`config.mk`:
```
export PLATFORM = sky130hd
export DESIGN_NAME = i2c_master_register_transfer_sequencer_unit_flat
export DESIGN_NICKNAME = d
export VERILOG_FILES = /design/src/design/i2c_seq_pkg.sv /design/src/design/i2c_seq_if.sv /design/src/design/i2c_master_register_transfer_sequencer_unit.sv /design/src/design/i2c_seq_store.sv /design/src/design/i2c_seq_core.sv /design/src/flat_wrapper.sv
export SDC_FILE = /design/constraint.sdc
export NUM_CORES = 1
export LEC_CHECK = 0
export ABC_CLOCK_PERIOD_IN_PS = 4200
export BUFFER_PORTS_ARGS = -buffer_cell sky130_fd_sc_hd__buf_2
export CAP_MARGIN = 10
export CORE_ASPECT_RATIO = 0.9
export CORE_UTILIZATION = 50
export CTS_CLUSTER_DIAMETER = 60
export CTS_CLUSTER_SIZE = 8
export DETAILED_ROUTE_END_ITERATION = 12
export PLACE_DENSITY = 0.68
export SYNTH_ARGS = -nofsm -noshare
export SYNTH_HDL_FRONTEND = slang
export SYNTH_HIERARCHICAL = 1
export SYNTH_SLANG_ARGS = --single-unit
```
`constraint.sdc`:
```
create_clock -name clock -period 4.2 [get_ports clock]
set_input_delay 0.63 -clock clock [delete_from_list [all_inputs] [get_ports clock]]
set_output_delay 0.63 -clock clock [all_outputs]
set_load 0.01 [all_outputs]
```
`src/design/i2c_seq_pkg.sv`:
```
// Shared types, codes and sizing constants for the I2C register transfer sequencer.
// Depends on nothing; the core, the top level and the checker import it.
package i2c_seq_pkg;

   // Depth of the transmit byte store (legal range 1 to 16)
   localparam int MAX_BYTES = 16;
   localparam int STORE_AW  = (MAX_BYTES > 1) ? $clog2(MAX_BYTES) : 1;
   localparam int CNT_W     = $clog2(MAX_BYTES + 1);

   // Item kinds on the request channel
   typedef enum logic [1:0] {
      KIND_BEGIN  = 2'd0,
      KIND_LOAD   = 2'd1,
      KIND_STATUS = 2'd2
   } kind_type;

   // Bus controller status codes, also used as the expected-phase state
   typedef enum logic [3:0] {
      PH_START    = 4'd0,
      PH_RESTART  = 4'd1,
      PH_SLAW_ACK = 4'd2,
      PH_DATW_ACK = 4'd3,
      PH_SLAR_ACK = 4'd4,
      PH_DATR_ACK = 4'd5,
      PH_DATR_NAK = 4'd6,
      PH_IDLE     = 4'd7,
      PH_ERROR    = 4'd8
   } phase_type;

   // Assert-ack flag actions
   typedef enum logic [1:0] {
      ACK_NONE  = 2'd0,
      ACK_SET   = 2'd1,
      ACK_CLEAR = 2'd2
   } ack_type;

   // One request word as held in the input register
   typedef struct packed {
      logic [1:0] kind;
      logic [6:0] slave_addr;
      logic [7:0] reg_addr;
      logic [4:0] byte_count;
      logic       is_read;
      logic [3:0] tx_index;
      logic [7:0] tx_value;
      logic [3:0] status_code;
      logic [7:0] rx_data;
   } req_word_type;

   // One response word as held in the result register
   typedef struct packed {
      logic       tx_valid;
      logic [7:0] tx_byte;
      logic       set_start;
      logic       clear_start;
      logic       send_stop;
      logic [1:0] ack_action;
      logic       rx_valid;
      logic [3:0] rx_index;
      logic [7:0] rx_byte;
      logic [3:0] phase;
      logic       done_res;
      logic       failed;
   } rsp_word_type;

   // Transmit store write port
   typedef struct packed {
      logic                en;
      logic [STORE_AW-1:0] addr;
      logic [7:0]          data;
   } store_wr_type;

endpackage

```
`src/design/i2c_seq_if.sv`:
```
// Valid/ready channel interfaces for the request and response words.
// Depends on nothing.
interface i2c_seq_req_if;
   logic       valid;
   logic       ready;
   logic [1:0] kind;
   logic [6:0] slave_addr;
   logic [7:0] reg_addr;
   logic [4:0] byte_count;
   logic       is_read;
   logic [3:0] tx_index;
   logic [7:0] tx_value;
   logic [3:0] status_code;
   logic [7:0] rx_data;

   modport source (output valid, kind, slave_addr, reg_addr, byte_count, is_read,
                   tx_index, tx_value, status_code, rx_data, input ready);
   modport sink (input valid, kind, slave_addr, reg_addr, byte_count, is_read,
                 tx_index, tx_value, status_code, rx_data, output ready);
endinterface

interface i2c_seq_rsp_if;
   logic       valid;
   logic       ready;
   logic       tx_valid;
   logic [7:0] tx_byte;
   logic       set_start;
   logic       clear_start;
   logic       send_stop;
   logic [1:0] ack_action;
   logic       rx_valid;
   logic [3:0] rx_index;
   logic [7:0] rx_byte;
   logic [3:0] phase;
   logic       done_res;
   logic       failed;

   modport source (output valid, tx_valid, tx_byte, set_start, clear_start, send_stop,
                   ack_action, rx_valid, rx_index, rx_byte, phase, done_res, failed,
                   input ready);
   modport sink (input valid, tx_valid, tx_byte, set_start, clear_start, send_stop,
                 ack_action, rx_valid, rx_index, rx_byte, phase, done_res, failed,
                 output ready);
endinterface

```
`src/design/i2c_master_register_transfer_sequencer_unit.sv`:
```
// I2C master register transfer sequencer. Each request word (begin, load
// transmit byte, or bus controller status) yields exactly one response word
// carrying the controller actions, any received byte and the next expected
// phase. A word is captured in an input register, decoded by one pass of
// the transfer state machine and parked in a result register, which
// offers the response until it is taken. One word is taken every cycle;
// the rate is set by the single-pass state machine step, and the request
// side stalls only while the result register is full and not taken. The
// transmit store is read one step ahead so its registered data is ready
// when the next word is decoded. Sending a transmit byte that was never
// loaded gives an undefined data byte.
module i2c_master_register_transfer_sequencer_unit
   import i2c_seq_pkg::*;
(
   input  logic          clock,
   input  logic          reset,
   i2c_seq_req_if.sink   req_ch,
   i2c_seq_rsp_if.source rsp_ch
);

   logic                in_valid_ff, in_valid_in;
   req_word_type        in_word_ff, in_word_in;
   logic                out_valid_ff, out_valid_in;
   rsp_word_type        out_word_ff, out_word_in;
   logic                advance;
   logic [STORE_AW-1:0] store_addr;
   logic [7:0]          store_data;
   store_wr_type        store_wr;

   // Move the held word forward when the result slot is free or draining
   assign advance      = in_valid_ff && (!out_valid_ff || rsp_ch.ready);
   assign req_ch.ready = !in_valid_ff || advance;

   // Input register
   always_comb begin
      in_valid_in = in_valid_ff;
      in_word_in  = in_word_ff;
      if (req_ch.ready) begin
         in_valid_in            = req_ch.valid;
         in_word_in.kind        = req_ch.kind;
         in_word_in.slave_addr  = req_ch.slave_addr;
         in_word_in.reg_addr    = req_ch.reg_addr;
         in_word_in.byte_count  = req_ch.byte_count;
         in_word_in.is_read     = req_ch.is_read;
         in_word_in.tx_index    = req_ch.tx_index;
         in_word_in.tx_value    = req_ch.tx_value;
         in_word_in.status_code = req_ch.status_code;
         in_word_in.rx_data     = req_ch.rx_data;
      end
   end

   always_ff @(posedge clock) begin
      if (reset) begin
         in_valid_ff <= 1'b0;
      end else begin
         in_valid_ff <= in_valid_in;
      end
      in_word_ff <= in_word_in;
   end

   i2c_seq_store #(
      .WIDTH (8),
      .DEPTH (MAX_BYTES)
   ) u_store (
      .clock   (clock),
      .wr_en   (store_wr.en),
      .wr_addr (store_wr.addr),
      .wr_data (store_wr.data),
      .rd_addr (store_addr),
      .rd_data (store_data)
   );

   i2c_seq_core u_core (
      .clock      (clock),
      .reset      (reset),
      .fire       (advance),
      .item       (in_word_ff),
      .store_data (store_data),
      .store_addr (store_addr),
      .store_wr   (store_wr),
      .rsp        (out_word_in)
   );

   // Result register: load on advance, drop once taken
   always_comb begin
      if (advance) begin
         out_valid_in = 1'b1;
      end else if (rsp_ch.ready) begin
         out_valid_in = 1'b0;
      end else begin
         out_valid_in = out_valid_ff;
      end
   end

   always_ff @(posedge clock) begin
      if (reset) begin
         out_valid_ff <= 1'b0;
      end else begin
         out_valid_ff <= out_valid_in;
      end
      if (advance) begin
         out_word_ff <= out_word_in;
      end
   end

   assign rsp_ch.valid       = out_valid_ff;
   assign rsp_ch.tx_valid    = out_word_ff.tx_valid;
   assign rsp_ch.tx_byte     = out_word_ff.tx_byte;
   assign rsp_ch.set_start   = out_word_ff.set_start;
   assign rsp_ch.clear_start = out_word_ff.clear_start;
   assign rsp_ch.send_stop   = out_word_ff.send_stop;
   assign rsp_ch.ack_action  = out_word_ff.ack_action;
   assign rsp_ch.rx_valid    = out_word_ff.rx_valid;
   assign rsp_ch.rx_index    = out_word_ff.rx_index;
   assign rsp_ch.rx_byte     = out_word_ff.rx_byte;
   assign rsp_ch.phase       = out_word_ff.phase;
   assign rsp_ch.done_res    = out_word_ff.done_res;
   assign rsp_ch.failed      = out_word_ff.failed;

endmodule

```
`src/design/i2c_seq_store.sv`:
```
// Generic single-port-write RAM with a registered read port and write-through.
// Depends on nothing; width and depth come from the instantiating module.
module i2c_seq_store #(
   parameter  int WIDTH = 8,
   parameter  int DEPTH = 16,
   localparam int AW    = (DEPTH > 1) ? $clog2(DEPTH) : 1
) (
   input  logic             clock,
   input  logic             wr_en,
   input  logic [AW-1:0]    wr_addr,
   input  logic [WIDTH-1:0] wr_data,
   input  logic [AW-1:0]    rd_addr,
   output logic [WIDTH-1:0] rd_data
);

   logic [WIDTH-1:0] mem_ff [DEPTH];
   logic [WIDTH-1:0] rd_data_ff;

   // Write the incoming word; contents are undefined until written
   always_ff @(posedge clock) begin
      if (wr_en) begin
         mem_ff[wr_addr] <= wr_data;
      end
   end

   // Register the read word; pass a same-address write straight through
   always_ff @(posedge clock) begin
      if (wr_en && (wr_addr == rd_addr)) begin
         rd_data_ff <= wr_data;
      end else begin
         rd_data_ff <= mem_ff[rd_addr];
      end
   end

   assign rd_data = rd_data_ff;

endmodule

```
`src/design/i2c_seq_core.sv`:
```
// Transfer state machine: consumes one request word per fire and forms its response.
// Depends on i2c_seq_pkg; drives the transmit store write port and read address.
module i2c_seq_core
   import i2c_seq_pkg::*;
(
   input  logic                clock,
   input  logic                reset,
   input  logic                fire,
   input  req_word_type        item,
   input  logic [7:0]          store_data,
   output logic [STORE_AW-1:0] store_addr,
   output store_wr_type        store_wr,
   output rsp_word_type        rsp
);

   phase_type          phase_ff, phase_in;
   logic [CNT_W-1:0]   bytes_done_ff, bytes_done_in;
   logic [6:0]         target_addr_ff, target_addr_in;
   logic [7:0]         target_reg_ff, target_reg_in;
   logic [CNT_W-1:0]   transfer_len_ff, transfer_len_in;
   logic               read_mode_ff, read_mode_in;
   logic [CNT_W-1:0]   count_sat;
   logic               last_byte;
   logic               index_ok;

   // Clamp the requested byte count into 1..MAX_BYTES
   always_comb begin
      if (item.byte_count == 5'd0) begin
         count_sat = CNT_W'(1);
      end else if (32'(item.byte_count) > 32'(MAX_BYTES)) begin
         count_sat = CNT_W'(MAX_BYTES);
      end else begin
         count_sat = CNT_W'(item.byte_count);
      end
   end

   assign index_ok = 32'(item.tx_index) < 32'(MAX_BYTES);

   // Read one step ahead: address the byte the next word will send
   assign store_addr = fire ? bytes_done_in[STORE_AW-1:0] : bytes_done_ff[STORE_AW-1:0];

   // Store write for load words
   always_comb begin
      store_wr.en   = fire && (item.kind == KIND_LOAD) && index_ok;
      store_wr.addr = STORE_AW'(item.tx_index);
      store_wr.data = item.tx_value;
   end

   // Last byte of a read: the next one received gets a NAK
   always_comb begin
      if (phase_ff == PH_DATR_ACK) begin
         last_byte = ((CNT_W + 1)'(bytes_done_ff) + (CNT_W + 1)'(2))
                     == (CNT_W + 1)'(transfer_len_ff);
      end else begin
         last_byte = ((CNT_W + 1)'(bytes_done_ff) + (CNT_W + 1)'(1))
                     == (CNT_W + 1)'(transfer_len_ff);
      end
   end

   // Hold transfer state; advance only when a word is consumed
   always_ff @(posedge clock) begin
      if (reset) begin
         phase_ff        <= PH_IDLE;
         bytes_done_ff   <= '0;
         target_addr_ff  <= '0;
         target_reg_ff   <= '0;
         transfer_len_ff <= CNT_W'(1);
         read_mode_ff    <= 1'b0;
      end else if (fire) begin
         phase_ff        <= phase_in;
         bytes_done_ff   <= bytes_done_in;
         target_addr_ff  <= target_addr_in;
         target_reg_ff   <= target_reg_in;
         transfer_len_ff <= transfer_len_in;
         read_mode_ff    <= read_mode_in;
      end
   end

   // Next state and response
   always_comb begin
      phase_in        = phase_ff;
      bytes_done_in   = bytes_done_ff;
      target_addr_in  = target_addr_ff;
      target_reg_in   = target_reg_ff;
      transfer_len_in = transfer_len_ff;
      read_mode_in    = read_mode_ff;
      rsp             = '0;

      case (item.kind)
         KIND_BEGIN: begin
            target_addr_in  = item.slave_addr;
            target_reg_in   = item.reg_addr;
            transfer_len_in = count_sat;
            read_mode_in    = item.is_read;
            bytes_done_in   = '0;
            phase_in        = PH_START;
            rsp.set_start   = 1'b1;
         end
         KIND_STATUS: begin
            if ((item.status_code != phase_ff) || (item.status_code == PH_ERROR)) begin
               phase_in   = PH_ERROR;
               rsp.failed = 1'b1;
            end else begin
               unique case (phase_ff)
                  PH_START: begin
                     rsp.clear_start = 1'b1;
                     rsp.tx_valid    = 1'b1;
                     rsp.tx_byte     = {target_addr_ff, 1'b0};
                     phase_in        = PH_SLAW_ACK;
                  end
                  PH_SLAW_ACK: begin
                     rsp.tx_valid = 1'b1;
                     rsp.tx_byte  = target_reg_ff;
                     phase_in     = PH_DATW_ACK;
                  end
                  PH_DATW_ACK: begin
                     if (read_mode_ff) begin
                        rsp.set_start = 1'b1;
                        phase_in      = PH_RESTART;
                     end else if (bytes_done_ff < transfer_len_ff) begin
                        rsp.tx_valid  = 1'b1;
                        rsp.tx_byte   = store_data;
                        bytes_done_in = bytes_done_ff + CNT_W'(1);
                     end else begin
                        rsp.send_stop = 1'b1;
                        rsp.done_res  = 1'b1;
                        phase_in      = PH_IDLE;
                     end
                  end
                  PH_RESTART: begin
                     rsp.clear_start = 1'b1;
                     rsp.tx_valid    = 1'b1;
                     rsp.tx_byte     = {target_addr_ff, 1'b1};
                     phase_in        = PH_SLAR_ACK;
                  end
                  PH_SLAR_ACK: begin
                     rsp.ack_action = last_byte ? ACK_CLEAR : ACK_SET;
                     phase_in       = last_byte ? PH_DATR_NAK : PH_DATR_ACK;
                  end
                  PH_DATR_ACK: begin
                     rsp.rx_valid   = 1'b1;
                     rsp.rx_index   = 4'(bytes_done_ff);
                     rsp.rx_byte    = item.rx_data;
                     bytes_done_in  = bytes_done_ff + CNT_W'(1);
                     rsp.ack_action = last_byte ? ACK_CLEAR : ACK_SET;
                     phase_in       = last_byte ? PH_DATR_NAK : PH_DATR_ACK;
                  end
                  PH_DATR_NAK: begin
                     rsp.rx_valid  = 1'b1;
                     rsp.rx_index  = 4'(bytes_done_ff);
                     rsp.rx_byte   = item.rx_data;
                     rsp.send_stop = 1'b1;
                     rsp.done_res  = 1'b1;
                     phase_in      = PH_IDLE;
                  end
                  PH_IDLE: begin
                     phase_in = PH_IDLE;
                  end
                  PH_ERROR: begin
                     phase_in = PH_ERROR;
                  end
                  default: begin
                     phase_in = phase_ff;
                  end
               endcase
            end
         end
         default: begin
            // load words and unused kinds leave the sequence alone
         end
      endcase

      rsp.phase = 4'(phase_in);
   end

endmodule

```
`src/flat_wrapper.sv`:
```
// flat-port wrapper written by rule: the top's interface ports become plain ports
module i2c_master_register_transfer_sequencer_unit_flat import i2c_seq_pkg::*;
  (clock, reset, req_ch_valid, req_ch_kind, req_ch_slave_addr, req_ch_reg_addr, req_ch_byte_count, req_ch_is_read, req_ch_tx_index, req_ch_tx_value, req_ch_status_code, req_ch_rx_data, req_ch_ready, rsp_ch_valid, rsp_ch_tx_valid, rsp_ch_tx_byte, rsp_ch_set_start, rsp_ch_clear_start, rsp_ch_send_stop, rsp_ch_ack_action, rsp_ch_rx_valid, rsp_ch_rx_index, rsp_ch_rx_byte, rsp_ch_phase, rsp_ch_done_res, rsp_ch_failed, rsp_ch_ready);
  i2c_seq_req_if req_ch_i ();
  i2c_seq_rsp_if rsp_ch_i ();
  input  logic clock;
  input  logic reset;
  input wire logic [$bits(req_ch_i.valid)-1:0] req_ch_valid;
  input wire logic [$bits(req_ch_i.kind)-1:0] req_ch_kind;
  input wire logic [$bits(req_ch_i.slave_addr)-1:0] req_ch_slave_addr;
  input wire logic [$bits(req_ch_i.reg_addr)-1:0] req_ch_reg_addr;
  input wire logic [$bits(req_ch_i.byte_count)-1:0] req_ch_byte_count;
  input wire logic [$bits(req_ch_i.is_read)-1:0] req_ch_is_read;
  input wire logic [$bits(req_ch_i.tx_index)-1:0] req_ch_tx_index;
  input wire logic [$bits(req_ch_i.tx_value)-1:0] req_ch_tx_value;
  input wire logic [$bits(req_ch_i.status_code)-1:0] req_ch_status_code;
  input wire logic [$bits(req_ch_i.rx_data)-1:0] req_ch_rx_data;
  output wire logic [$bits(req_ch_i.ready)-1:0] req_ch_ready;
  output wire logic [$bits(rsp_ch_i.valid)-1:0] rsp_ch_valid;
  output wire logic [$bits(rsp_ch_i.tx_valid)-1:0] rsp_ch_tx_valid;
  output wire logic [$bits(rsp_ch_i.tx_byte)-1:0] rsp_ch_tx_byte;
  output wire logic [$bits(rsp_ch_i.set_start)-1:0] rsp_ch_set_start;
  output wire logic [$bits(rsp_ch_i.clear_start)-1:0] rsp_ch_clear_start;
  output wire logic [$bits(rsp_ch_i.send_stop)-1:0] rsp_ch_send_stop;
  output wire logic [$bits(rsp_ch_i.ack_action)-1:0] rsp_ch_ack_action;
  output wire logic [$bits(rsp_ch_i.rx_valid)-1:0] rsp_ch_rx_valid;
  output wire logic [$bits(rsp_ch_i.rx_index)-1:0] rsp_ch_rx_index;
  output wire logic [$bits(rsp_ch_i.rx_byte)-1:0] rsp_ch_rx_byte;
  output wire logic [$bits(rsp_ch_i.phase)-1:0] rsp_ch_phase;
  output wire logic [$bits(rsp_ch_i.done_res)-1:0] rsp_ch_done_res;
  output wire logic [$bits(rsp_ch_i.failed)-1:0] rsp_ch_failed;
  input wire logic [$bits(rsp_ch_i.ready)-1:0] rsp_ch_ready;
  assign req_ch_i.valid = req_ch_valid;
  assign req_ch_i.kind = req_ch_kind;
  assign req_ch_i.slave_addr = req_ch_slave_addr;
  assign req_ch_i.reg_addr = req_ch_reg_addr;
  assign req_ch_i.byte_count = req_ch_byte_count;
  assign req_ch_i.is_read = req_ch_is_read;
  assign req_ch_i.tx_index = req_ch_tx_index;
  assign req_ch_i.tx_value = req_ch_tx_value;
  assign req_ch_i.status_code = req_ch_status_code;
  assign req_ch_i.rx_data = req_ch_rx_data;
  assign req_ch_ready = req_ch_i.ready;
  assign rsp_ch_valid = rsp_ch_i.valid;
  assign rsp_ch_tx_valid = rsp_ch_i.tx_valid;
  assign rsp_ch_tx_byte = rsp_ch_i.tx_byte;
  assign rsp_ch_set_start = rsp_ch_i.set_start;
  assign rsp_ch_clear_start = rsp_ch_i.clear_start;
  assign rsp_ch_send_stop = rsp_ch_i.send_stop;
  assign rsp_ch_ack_action = rsp_ch_i.ack_action;
  assign rsp_ch_rx_valid = rsp_ch_i.rx_valid;
  assign rsp_ch_rx_index = rsp_ch_i.rx_index;
  assign rsp_ch_rx_byte = rsp_ch_i.rx_byte;
  assign rsp_ch_phase = rsp_ch_i.phase;
  assign rsp_ch_done_res = rsp_ch_i.done_res;
  assign rsp_ch_failed = rsp_ch_i.failed;
  assign rsp_ch_i.ready = rsp_ch_ready;
  i2c_master_register_transfer_sequencer_unit u_core (.clock(clock), .reset(reset), .req_ch(req_ch_i), .rsp_ch(rsp_ch_i));
endmodule
```
==> results of run 1 <==
-- final cells by class --
class / count / share of cell area (%)
flip-flops and latches: 244 / 61.3
multi-input cells: 321 / 22.1
clock buffers: 49 / 8.54
repair buffers: 93 / 4.27
well taps: 250 / 2.75
clock inverters: 3 / 0.617
inverters: 12 / 0.396
-- kinds of logic after synthesis --
group | Yosys count | share of synthesized area [%]
flops | 244 | 71.1
buf+inv | 55 | 3.26
mux | 35 | 8.25
fa+ha+maj | 7 | 0.894
xor+xnor | 10 | 0.894
compound gates | 94 | 6.54
simple gates | 175 | 9.04
-- worst min path at each step --
stage / endpoint / slack (ns) / cells past startpoint
4_1_cts: u_core/in_word_ff[15]$_DFFE_PP_ / 0.28 / 1
3_5_place_dp: u_core/u_core/target_reg_ff[0]$_SDFFE_PP0P_ / 0.45 / 2
5_1_grt: u_core/in_word_ff[2]$_DFFE_PP_ / 0.28 / 1
3_3_place_gp: u_core/u_core/target_reg_ff[7]$_SDFFE_PP0P_ / 0.45 / 2
2_1_floorplan: u_core/u_core/transfer_len_ff[1]$_SDFFE_PP0P_ / 0.43 / 2
6_report: u_core/in_word_ff[15]$_DFFE_PP_ / 0.30 / 1
-- sequential cells by signal, indices dropped and copies added (netlist names), 2 cells and up, named ones only --
register,flops
u_core/u_store/mem_ff,128
u_core/u_core/bytes_done_ff,5
u_core/u_core/transfer_len_ff,5
u_core/u_core/target_reg_ff,8
u_core/u_core/phase_ff,4
u_core/u_core/target_addr_ff,7
u_core/rsp_ch.phase,4
u_core/rsp_ch.ack_action,2
u_core/rsp_ch.rx_byte,8
u_core/in_word_ff,47
u_core/rsp_ch.rx_index,4
u_core/rsp_ch.tx_byte,8
-- metrics by stage --
step	util [%]	area [um^2]	setup slack, ns
after global routing	59.3	11400	1.20
final	59.3	11400	1.36
after CTS	59.3	11400	1.35
after detailed placement	53.9	10300	1.37
after global placement	53.9	10300	1.41
after floorplan	-	9800	0.726
-- cells in the mapped netlist (all sizes together), types with 2 or more instances --
cell type / n
clkbuf: 13
nand2b: 8
nor4: 4
ha: 7
a211oi: 2
and4: 2
a21oi: 38
o31ai: 2
or3: 3
nand2: 64
a221o: 2
edfxtp: 208
buf: 27
a31oi: 3
o41ai: 2
a222oi: 7
and3: 2
nand3: 4
o211ai: 2
and2: 16
inv: 12
nor2b: 5
nor2: 38
nor3: 13
clkdlybuf4s25: 3
nand4bb: 3
mux4: 32
xnor2: 6
a21o: 4
o21ai: 7
nand3b: 6
a22oi: 17
mux2i: 2
xor2: 4
nor3b: 2
a311oi: 2
dfxtp: 36
-- cells in the final DEF, fill, tap and decap left out, types with 4 or more instances in the layout --
cell,Yosys,final
nor2_1,38,38
dfxtp_1,36,35
and2_1,16,15
a22oi_1,17,17
buf_2,9,85
o21ai_0,6,6
nand2_1,64,64
buf_4,14,8
xnor2_1,6,6
nand3b_1,5,5
edfxtp_1,208,208
ha_1,7,7
a21oi_1,36,36
a222oi_1,7,7
clkbuf_16,0,37
xor2_1,4,4
a21o_1,4,4
nor4_1,4,4
nor2b_1,5,5
inv_1,12,12
nand3_1,4,4
mux4_1,14,14
clkbuf_1,13,12
mux4_2,18,18
nor3_1,11,11
nand2b_1,8,8
-- metal layers --
metal	wire, um	track usage (%)	part of all wire, %	vias to the layer above
met5	0	0	0	-
met4	609	9.30	3.1	0
met3	1250	3.24	6.4	48
met2	9400	30.3	48	237
met1	8350	28.3	43	2762
li1	-	-	-	2565
-- worst max-delay path: stages, from the launching register on --
cell,delay [ns]
dfxtp_2,0.82
buf_4,0.36
mux4_2,0.54
a22oi_1,0.24
nand2_1,0.16
a222oi_1,0.36
nor2_1,0.08
-- power by group --
part	leakage, nW	switching [mW]	internal [mW]
sequential	2.26	0.0569	2.69
combinational	1.22	0.0878	0.0611
clock	0.504	0.971	1.66
==> impl_metrics.ini, run 1 <==
[hold_path]
hold_path_startpoint = req_ch_tx_value[3]
hold_class = in -> reg

[critical_path]
r2r.worst_path.cells = 6
crit_path_max_fanout = 23
timing.critical_path.to_type = flop
worstSetupStartpointType = flop
worst_ep_arrival_time_ns = 3.08
r2r_end = u_core/rsp_ch.tx_byte[4]$_DFFE_PP_
cp-endpoint = u_core/rsp_ch.tx_byte[4]$_DFFE_PP_
worst-setup-path-type = reg -> reg
ff2ff_setup_slack_ns = 1.36
cp.required_ns = 4.44

[floorplan]
floorplan.initialDensity_pct = 51.1
floorplan.die.width_um = 150
coreArea_um2 = 19200
design.die.area_um2 = 20200
die_h_um = 135
io_pins = 86
std_cell_rows = 48

[global_routing]
global_route.overflow_total = 0
grtUsageTotal_pct = 19.9
first_global_vias = 5367
grt_first_pass_wirelength_mm = 29.7
maximum_number_of_pins_on_one_net_before_global_route_repair = 50
antenna_found_initial = 0

[cts]
clock_tree.root_cell = clkbuf_16
max-clock-path-buffers = 3
clk_pin_slew_ns = 0.05
cts-buffers-inserted = 36
post_cts.resized_instances = 0
cts.hold.buffers_added = 0
clkSinkCount = 244
worst_skew_pair.late_latency_ns = 0.51
tritoncts_clock_tree = done
htree_num_levels = 2
post_cts_buffers = 0

[synth]
post_synth_inst_count = 620
ys.flop_type = edfxtp_1
post-synth-top-area-fraction_pct = 63.8
synth.largest_area_cell = edfxtp_1
mappedNetlistNets = 678
post_synth.cell_area_avg_um2 = 15.8
number_of_distinct_library_cell_variants_in_the_gate_level_netlist_after_synthesis = 58
ys_seq_area_share_pct = 71.1
synth_area_um2 = 9800
asr_flop_ratio_synth_pct = 0
synth_seq_cells = 244
yosysWarningCount = 6
post_synth_main_area_contributors = edfxtp_1 (64%), dfxtp_1 (7.4%), mux4_2 (4.1%)
number_of_enable_flip_flop_cells_after_synthesis = 208

[route]
drt_drc_violations_left = 1
post_drt_via_cell_ratio = 5.77
dr_total_vias = 5612
detail_route.iter0.violations = 657
antenna_left = 0
totalWireLength_mm = 19.6
drtPass1Iterations = 11
wire_per_inst_um = 20.2

[timing]
relSlewSlack_pct = 26.6
worst_hold_slack_ns = 0.295
clock_skew_ns = 0.0134
rsz0062_at_grt = no
timing.fmax_mhz = 352
fin_tns_setup_ns = 0
timing.final.hold_violations = 0
report.final.setup_viol = 0
count_of_final_max_slew_check_failures = 0
timing.final.crit_share_pct = 67.6
layout_min_cycle_time_ns = 2.84
timing_worst_slew_pin_value_ns = 1.10

[power_and_ir_drop]
cellLeakagePower_nw = 3.99
power.total_mw = 5.53
cellPowerDensity_nw_per_um2 = 487
peakVddDrop_mv = 0.346

[place]
dp.cells = 920
port_buffers = 85
hpwlAfterDp_mm = 12.7
place.gp.congestion = 0.887

[layout]
area_of_the_multi_input_gates_um2 = 2510
finalNonFillerCells = 972
ff_latch_area_um2 = 6970
fill_cells = 1411
area_growth_from_synthesis_to_final_layout_pct = 16.0
num-nets-final = 766
share_of_post_route_cells_with_drive_strength_above_1_pct = 22.6
antenna_cells = 0

[run_status]
run_status = finished, violations left
failed_checks = DRC

[run]
max-cap-violations = 0
(Power assumes the default switching activity.)
==> run 2: changes to the inputs <==
Settings changed: ABC_CLOCK_PERIOD_IN_PS 4200 to 2600, PLACE_DENSITY 0.68 to 0.7.
Clock period 4.2 ns to 2.6 ns, I/O delays scaled along.
==> run 2 against run 1 <==
  * The flow still finishes with violations (DRC)
  * Register-to-register slack worse by 1.2 ns
  * Cell count is 3.0% higher
  * Final area is 2.1% higher
  * Non-clock buffer count is 24 higher
  * Routed wire length is 6.2% higher
  * Clock power is 64% higher
  * Global-route usage is 1.4 points higher
  * Critical path type unchanged
  * Highest routed layer unchanged
==> impl_metrics.ini, run 2 (synthesized netlist as in run 1, its figures left out) <==
[run_status]
run_status = finished, violations left
failed_checks = DRC

[route]
post_drt_via_cell_ratio = 5.73
drt_drc_violations_left = 2
totalWireLength_mm = 20.8
drtPass1Iterations = 10
detail_route.iter0.violations = 682
wire_per_inst_um = 20.8
antenna_left = 0
dr_total_vias = 5738

[layout]
registers_with_the_most_flip_flops = u_core/u_store/mem_ff x128, u_core/in_word_ff x47
layout.cells.most_common = edfxtp_1
area_growth_from_synthesis_to_final_layout_pct = 18.5
most-common-layout-cells = edfxtp_1 (208), buf_2 (85), nand2_1 (64)
share_of_post_route_cells_with_drive_strength_above_1_pct = 25.2
antenna_cells = 0
num-nets-final = 790
largest_register_ff_count = 128
fill_cells = 1418
stdcell_area_um2 = 11600
largest_register = u_core/u_store/mem_ff

[power_and_ir_drop]
p_comb_share_pct = 3.0
net-switching-power_mw = 1.85
power_frac_seq_pct = 49.1
cellLeakagePower_nw = 4.13
cellPowerDensity_nw_per_um2 = 777
cell_internal_pwr_mw = 7.17
switching_share_pct = 20.5
clock_power_share_pct = 47.9
peakVddDrop_mv = 0.616

[critical_path]
worst_ep_arrival_time_ns = 2.84
crit_chain = buf_4, xor2_1, nor3_2, nand2_1, o41ai_1, nor2_1, a311oi_1
worstSetupStartpointType = flop
timing.critical_path.to_type = flop
ff2ff_setup_slack_ns = 0.15
crit_path_top_delay_cell = o41ai_1
cp.required_ns = 2.99
crit_path_max_fanout = 9
crit_path_max_incr_delay_ns = 0.61
worst-setup-path-type = reg -> reg

[cts]
clk_pin_slew_ns = 0.05
clock_tree.root_cell = clkbuf_16
post_cts_buffers = 0
max-clock-path-buffers = 3
cts-buffers-inserted = 36
clkSinkCount = 244
worst_skew_pair.late_latency_ns = 0.51
tritoncts_clock_tree = done
htree_num_levels = 2

[global_routing]
global_route.overflow_total = 0
first_global_vias = 5771
maximum_number_of_pins_on_one_net_before_global_route_repair = 34
antenna_found_initial = 0
grt_first_pass_wirelength_mm = 32.0
grtUsageTotal_pct = 21.4

[timing]
count_of_final_max_slew_check_failures = 0
relSlewSlack_pct = 54.6
report.final.setup_viol = 0
timing.final.hold_violations = 0
rsz0062_at_grt = no
timing.fmax_mhz = 408
layout_min_cycle_time_ns = 2.45
fin_tns_setup_ns = 0
clock_skew_ns = 0.00750
timing_worst_slew_pin_value_ns = 0.680
timing.final.crit_share_pct = 94.2

[floorplan]
design.die.area_um2 = 20200
die_h_um = 135
io_pins = 86
std_cell_rows = 48
coreArea_um2 = 19200
floorplan.initialDensity_pct = 51.1
floorplan.die.width_um = 150

[run]
max-cap-violations = 0

[hold_path]
hold_class = in -> reg

[place]
hpwlAfterDp_mm = 13.5
port_buffers = 85
place.gp.congestion = 0.889
place_area_um2 = 10500
[run 2: routing by layer]
layer  vias up  share of wire [%]  GRT usage (%)  routed length [um]
met5         -                  0              0                   0
met4         0                1.9           7.65                 388
met3        36                6.9           3.45                1440
met2       224                 49           33.4               10200
met1      2864                 42           30.5                8840
li1       2614                  -              -                   -
[run 2: path summary, 6_finish.rpt]
kind | from | to | depth (start not counted)
setup / recovery | u_core/u_core/phase_ff[1]$_SDFFE_PP1P_ | u_core/u_core/phase_ff[0]$_SDFFE_PP1P_ | 7
hold / removal | req_ch_tx_value[7] | u_core/in_word_ff[19]$_DFFE_PP_ | 1
setup reg to reg | u_core/u_core/phase_ff[1]$_SDFFE_PP1P_ | u_core/u_core/phase_ff[0]$_SDFFE_PP1P_ | 7
hold reg to reg | u_core/u_core/transfer_len_ff[2]$_SDFFE_PP0P_ | u_core/u_core/transfer_len_ff[2]$_SDFFE_PP0P_ | 2
[run 2: timing repair]
item                                    CTS  global route
endpoints found under the setup margin    0             1
gates resized for setup                   0             1
hold buffers                              0             0
[run 2: metrics by stage]
stage	setup WS (ns)	hold WS, ns	util, %	cells	power (mW)
global placement	0.315	0.444	55.0	944	4.74
CTS	0.206	0.0366	60.6	1001	9.09
finish	0.151	0.0507	60.6	1001	9.02
global route	0.00968	0.0362	60.6	1001	9.29
detailed placement	0.223	0.451	55.0	944	4.76
floorplan	0.0000451	0.432	-	620	4.64
[run 2: critical path, delay by kind of cell (launching register included)]
family                 cells  cell delay [ns]
AND/OR/NAND/NOR            3             0.53
XOR/XNOR                   1             0.08
buffers and inverters      1             0.22
flip-flops                 1             0.52
AO/OA/AOI/OAI              2             0.97
[run 2: power by group through the flow]
| stage | Sequential, mW | Combinational [mW] | Clock (mW) |
|---|---|---|---|
| CTS | 4.43 | 0.264 | 4.40 |
| global route | 4.43 | 0.289 | 4.56 |
| detailed placement | 4.50 | 0.262 | 0 |
| finish | 4.43 | 0.266 | 4.32 |
| floorplan | 4.45 | 0.190 | 0 |
| global placement | 4.49 | 0.254 | 0 |
[run 2: final cells by class]
| cell class | count | area [um^2] | share of cell area (%) |
|---|---|---|---|
| timing repair buffer | 117 | 703 | 6.06 |
| inverter | 12 | 45.0 | 0.388 |
| clock inverter | 3 | 70.1 | 0.604 |
| clock buffer | 54 | 990 | 8.53 |
| sequential | 244 | 6970 | 60.0 |
| tap | 250 | 313 | 2.70 |
| multi-input combinational | 321 | 2520 | 21.7 |
==> run 3: changes to the inputs <==
Settings changed: CORE_UTILIZATION 50 to 31, PLACE_DENSITY 0.7 to 0.61.
==> run 3 against run 2 <==
  * Register-to-register slack better by 0.07 ns
  * Sequential share of layout area down 1.1 points
  * The run now ends clean
  * Highest routed layer unchanged
  * Clock-buffer cell count up 1
  * Hold slack better by 0.0076 ns
  * Combinational power up 2%
  * Core utilization down 22 points
  * Sequential power about the same
==> impl_metrics.ini, run 3 (synthesized netlist as in run 1, its figures left out) <==
[run_status]
run_status = completed

[cts]
post_cts.resized_instances = 0
max-clock-path-buffers = 3
post_cts_buffers = 0
clk_pin_slew_ns = 0.05
tritoncts_clock_tree = done
clock_tree.root_cell = clkbuf_16
clkSinkCount = 244
cts.hold.buffers_added = 0
worst_skew_pair.late_latency_ns = 0.51
cts-buffers-inserted = 36
htree_num_levels = 2

[layout]
most-common-layout-cells = edfxtp_1 (208), buf_2 (85), nand2_1 (64)
registers_with_the_most_flip_flops = u_core/u_store/mem_ff x128, u_core/in_word_ff x47
largest_register_ff_count = 128
share_of_post_route_cells_with_drive_strength_above_1_pct = 25.6
num-nets-final = 796
ff_latch_area_um2 = 6970
area_growth_from_synthesis_to_final_layout_pct = 20.6
layout.cells.most_common = edfxtp_1
area_of_the_multi_input_gates_um2 = 2520
largest_register = u_core/u_store/mem_ff
fill_cells = 2910
antenna_cells = 0

[route]
post_drt_via_cell_ratio = 4.78
totalWireLength_mm = 20.6
wire_per_inst_um = 17.6
drtPass1Iterations = 5
antenna_left = 0
dr_total_vias = 5572
drt_drc_violations_left = 0
detail_route.iter0.violations = 492

[floorplan]
io_pins = 86
die_h_um = 171
floorplan.die.width_um = 189
coreArea_um2 = 31000
floorplan.initialDensity_pct = 31.6
design.die.area_um2 = 32300
std_cell_rows = 61

[place]
place.gp.congestion = 0.840
hpwlAfterDp_mm = 13.9
port_buffers = 85

[global_routing]
antenna_found_initial = 0
grt_first_pass_wirelength_mm = 31.4
first_global_vias = 5402
global_route.overflow_total = 0
grtUsageTotal_pct = 12.8
maximum_number_of_pins_on_one_net_before_global_route_repair = 36

[power_and_ir_drop]
peakVddDrop_mv = 0.581
cellLeakagePower_nw = 4.15
power.total_mw = 8.90
cellPowerDensity_nw_per_um2 = 754

[timing]
rsz0062_at_grt = no
timing.final.hold_violations = 0
clock_skew_ns = 0.0126
timing.fmax_mhz = 420
report.final.setup_viol = 0
fin_tns_setup_ns = 0
layout_min_cycle_time_ns = 2.38
timing_worst_slew_pin_value_ns = 0.625
relSlewSlack_pct = 58.3
timing.final.crit_share_pct = 91.5
count_of_final_max_slew_check_failures = 0

[critical_path]
ff2ff_setup_slack_ns = 0.22
cp.required_ns = 2.91
crit_path_max_fanout = 14
timing.critical_path.to_type = flop
worst-setup-path-type = reg -> reg
worst_ep_arrival_time_ns = 2.69
worstSetupStartpointType = flop

[hold_path]
hold_class = in -> reg

[run]
max-cap-violations = 0
==> run 3: layout make-up <==
class,instances,area share (%)
flip-flops and latches,244,59.0
multi-input cells,321,21.3
clock buffers,55,8.59
repair buffers,123,6.23
well taps,409,4.33
inverters,12,0.381
clock inverters,2,0.180
==> run 3: stage by stage <==
step	worst slack, ns	util (%)	instances	hold slack [ns]	cell area [um^2]
finish	0.220	38.1	1166	0.0583	11800
global route	0.0313	38.1	1166	0.0464	11800
CTS	0.229	38.1	1166	0.0394	11800
detailed placement	0.242	34.8	1109	0.447	10800
global placement	0.311	34.8	1109	0.442	10800
floorplan	0.0000451	-	620	0.432	9800
==> run 3: report_power, final <==
group	internal, mW	switching, mW
clock	2.65	1.55
combinational	0.112	0.158
sequential	4.34	0.0812
total	7.11	1.79
==> run 3: final timing paths <==
path | start | to | cells past startpoint
max | u_core/u_core/phase_ff[0]$_SDFFE_PP1P_ | u_core/rsp_ch.phase[0]$_DFFE_PP_ | 6
min | req_ch_tx_index[3] | u_core/in_word_ff[23]$_DFFE_PP_ | 1
max reg2reg | u_core/u_core/phase_ff[0]$_SDFFE_PP1P_ | u_core/rsp_ch.phase[0]$_DFFE_PP_ | 6
min reg2reg | u_core/u_core/transfer_len_ff[1]$_SDFFE_PP0P_ | u_core/u_core/transfer_len_ff[1]$_SDFFE_PP0P_ | 2
==> run 3: metal layers <==
layer  global-route usage, %  routed length (um)
met1                    18.2                9430
met2                    18.9                9330
met3                    2.91                1260
met4                    4.84                 560
met5                       0                   0
==> run 3: worst max-delay path: stages (launching register included) <==
cell	delay, ns
dfxtp_1	0.62
nand4bb_1	0.38
mux2_4	0.41
a21oi_2	0.13
and4b_1	0.21
and3_4	0.16
o41ai_2	0.27
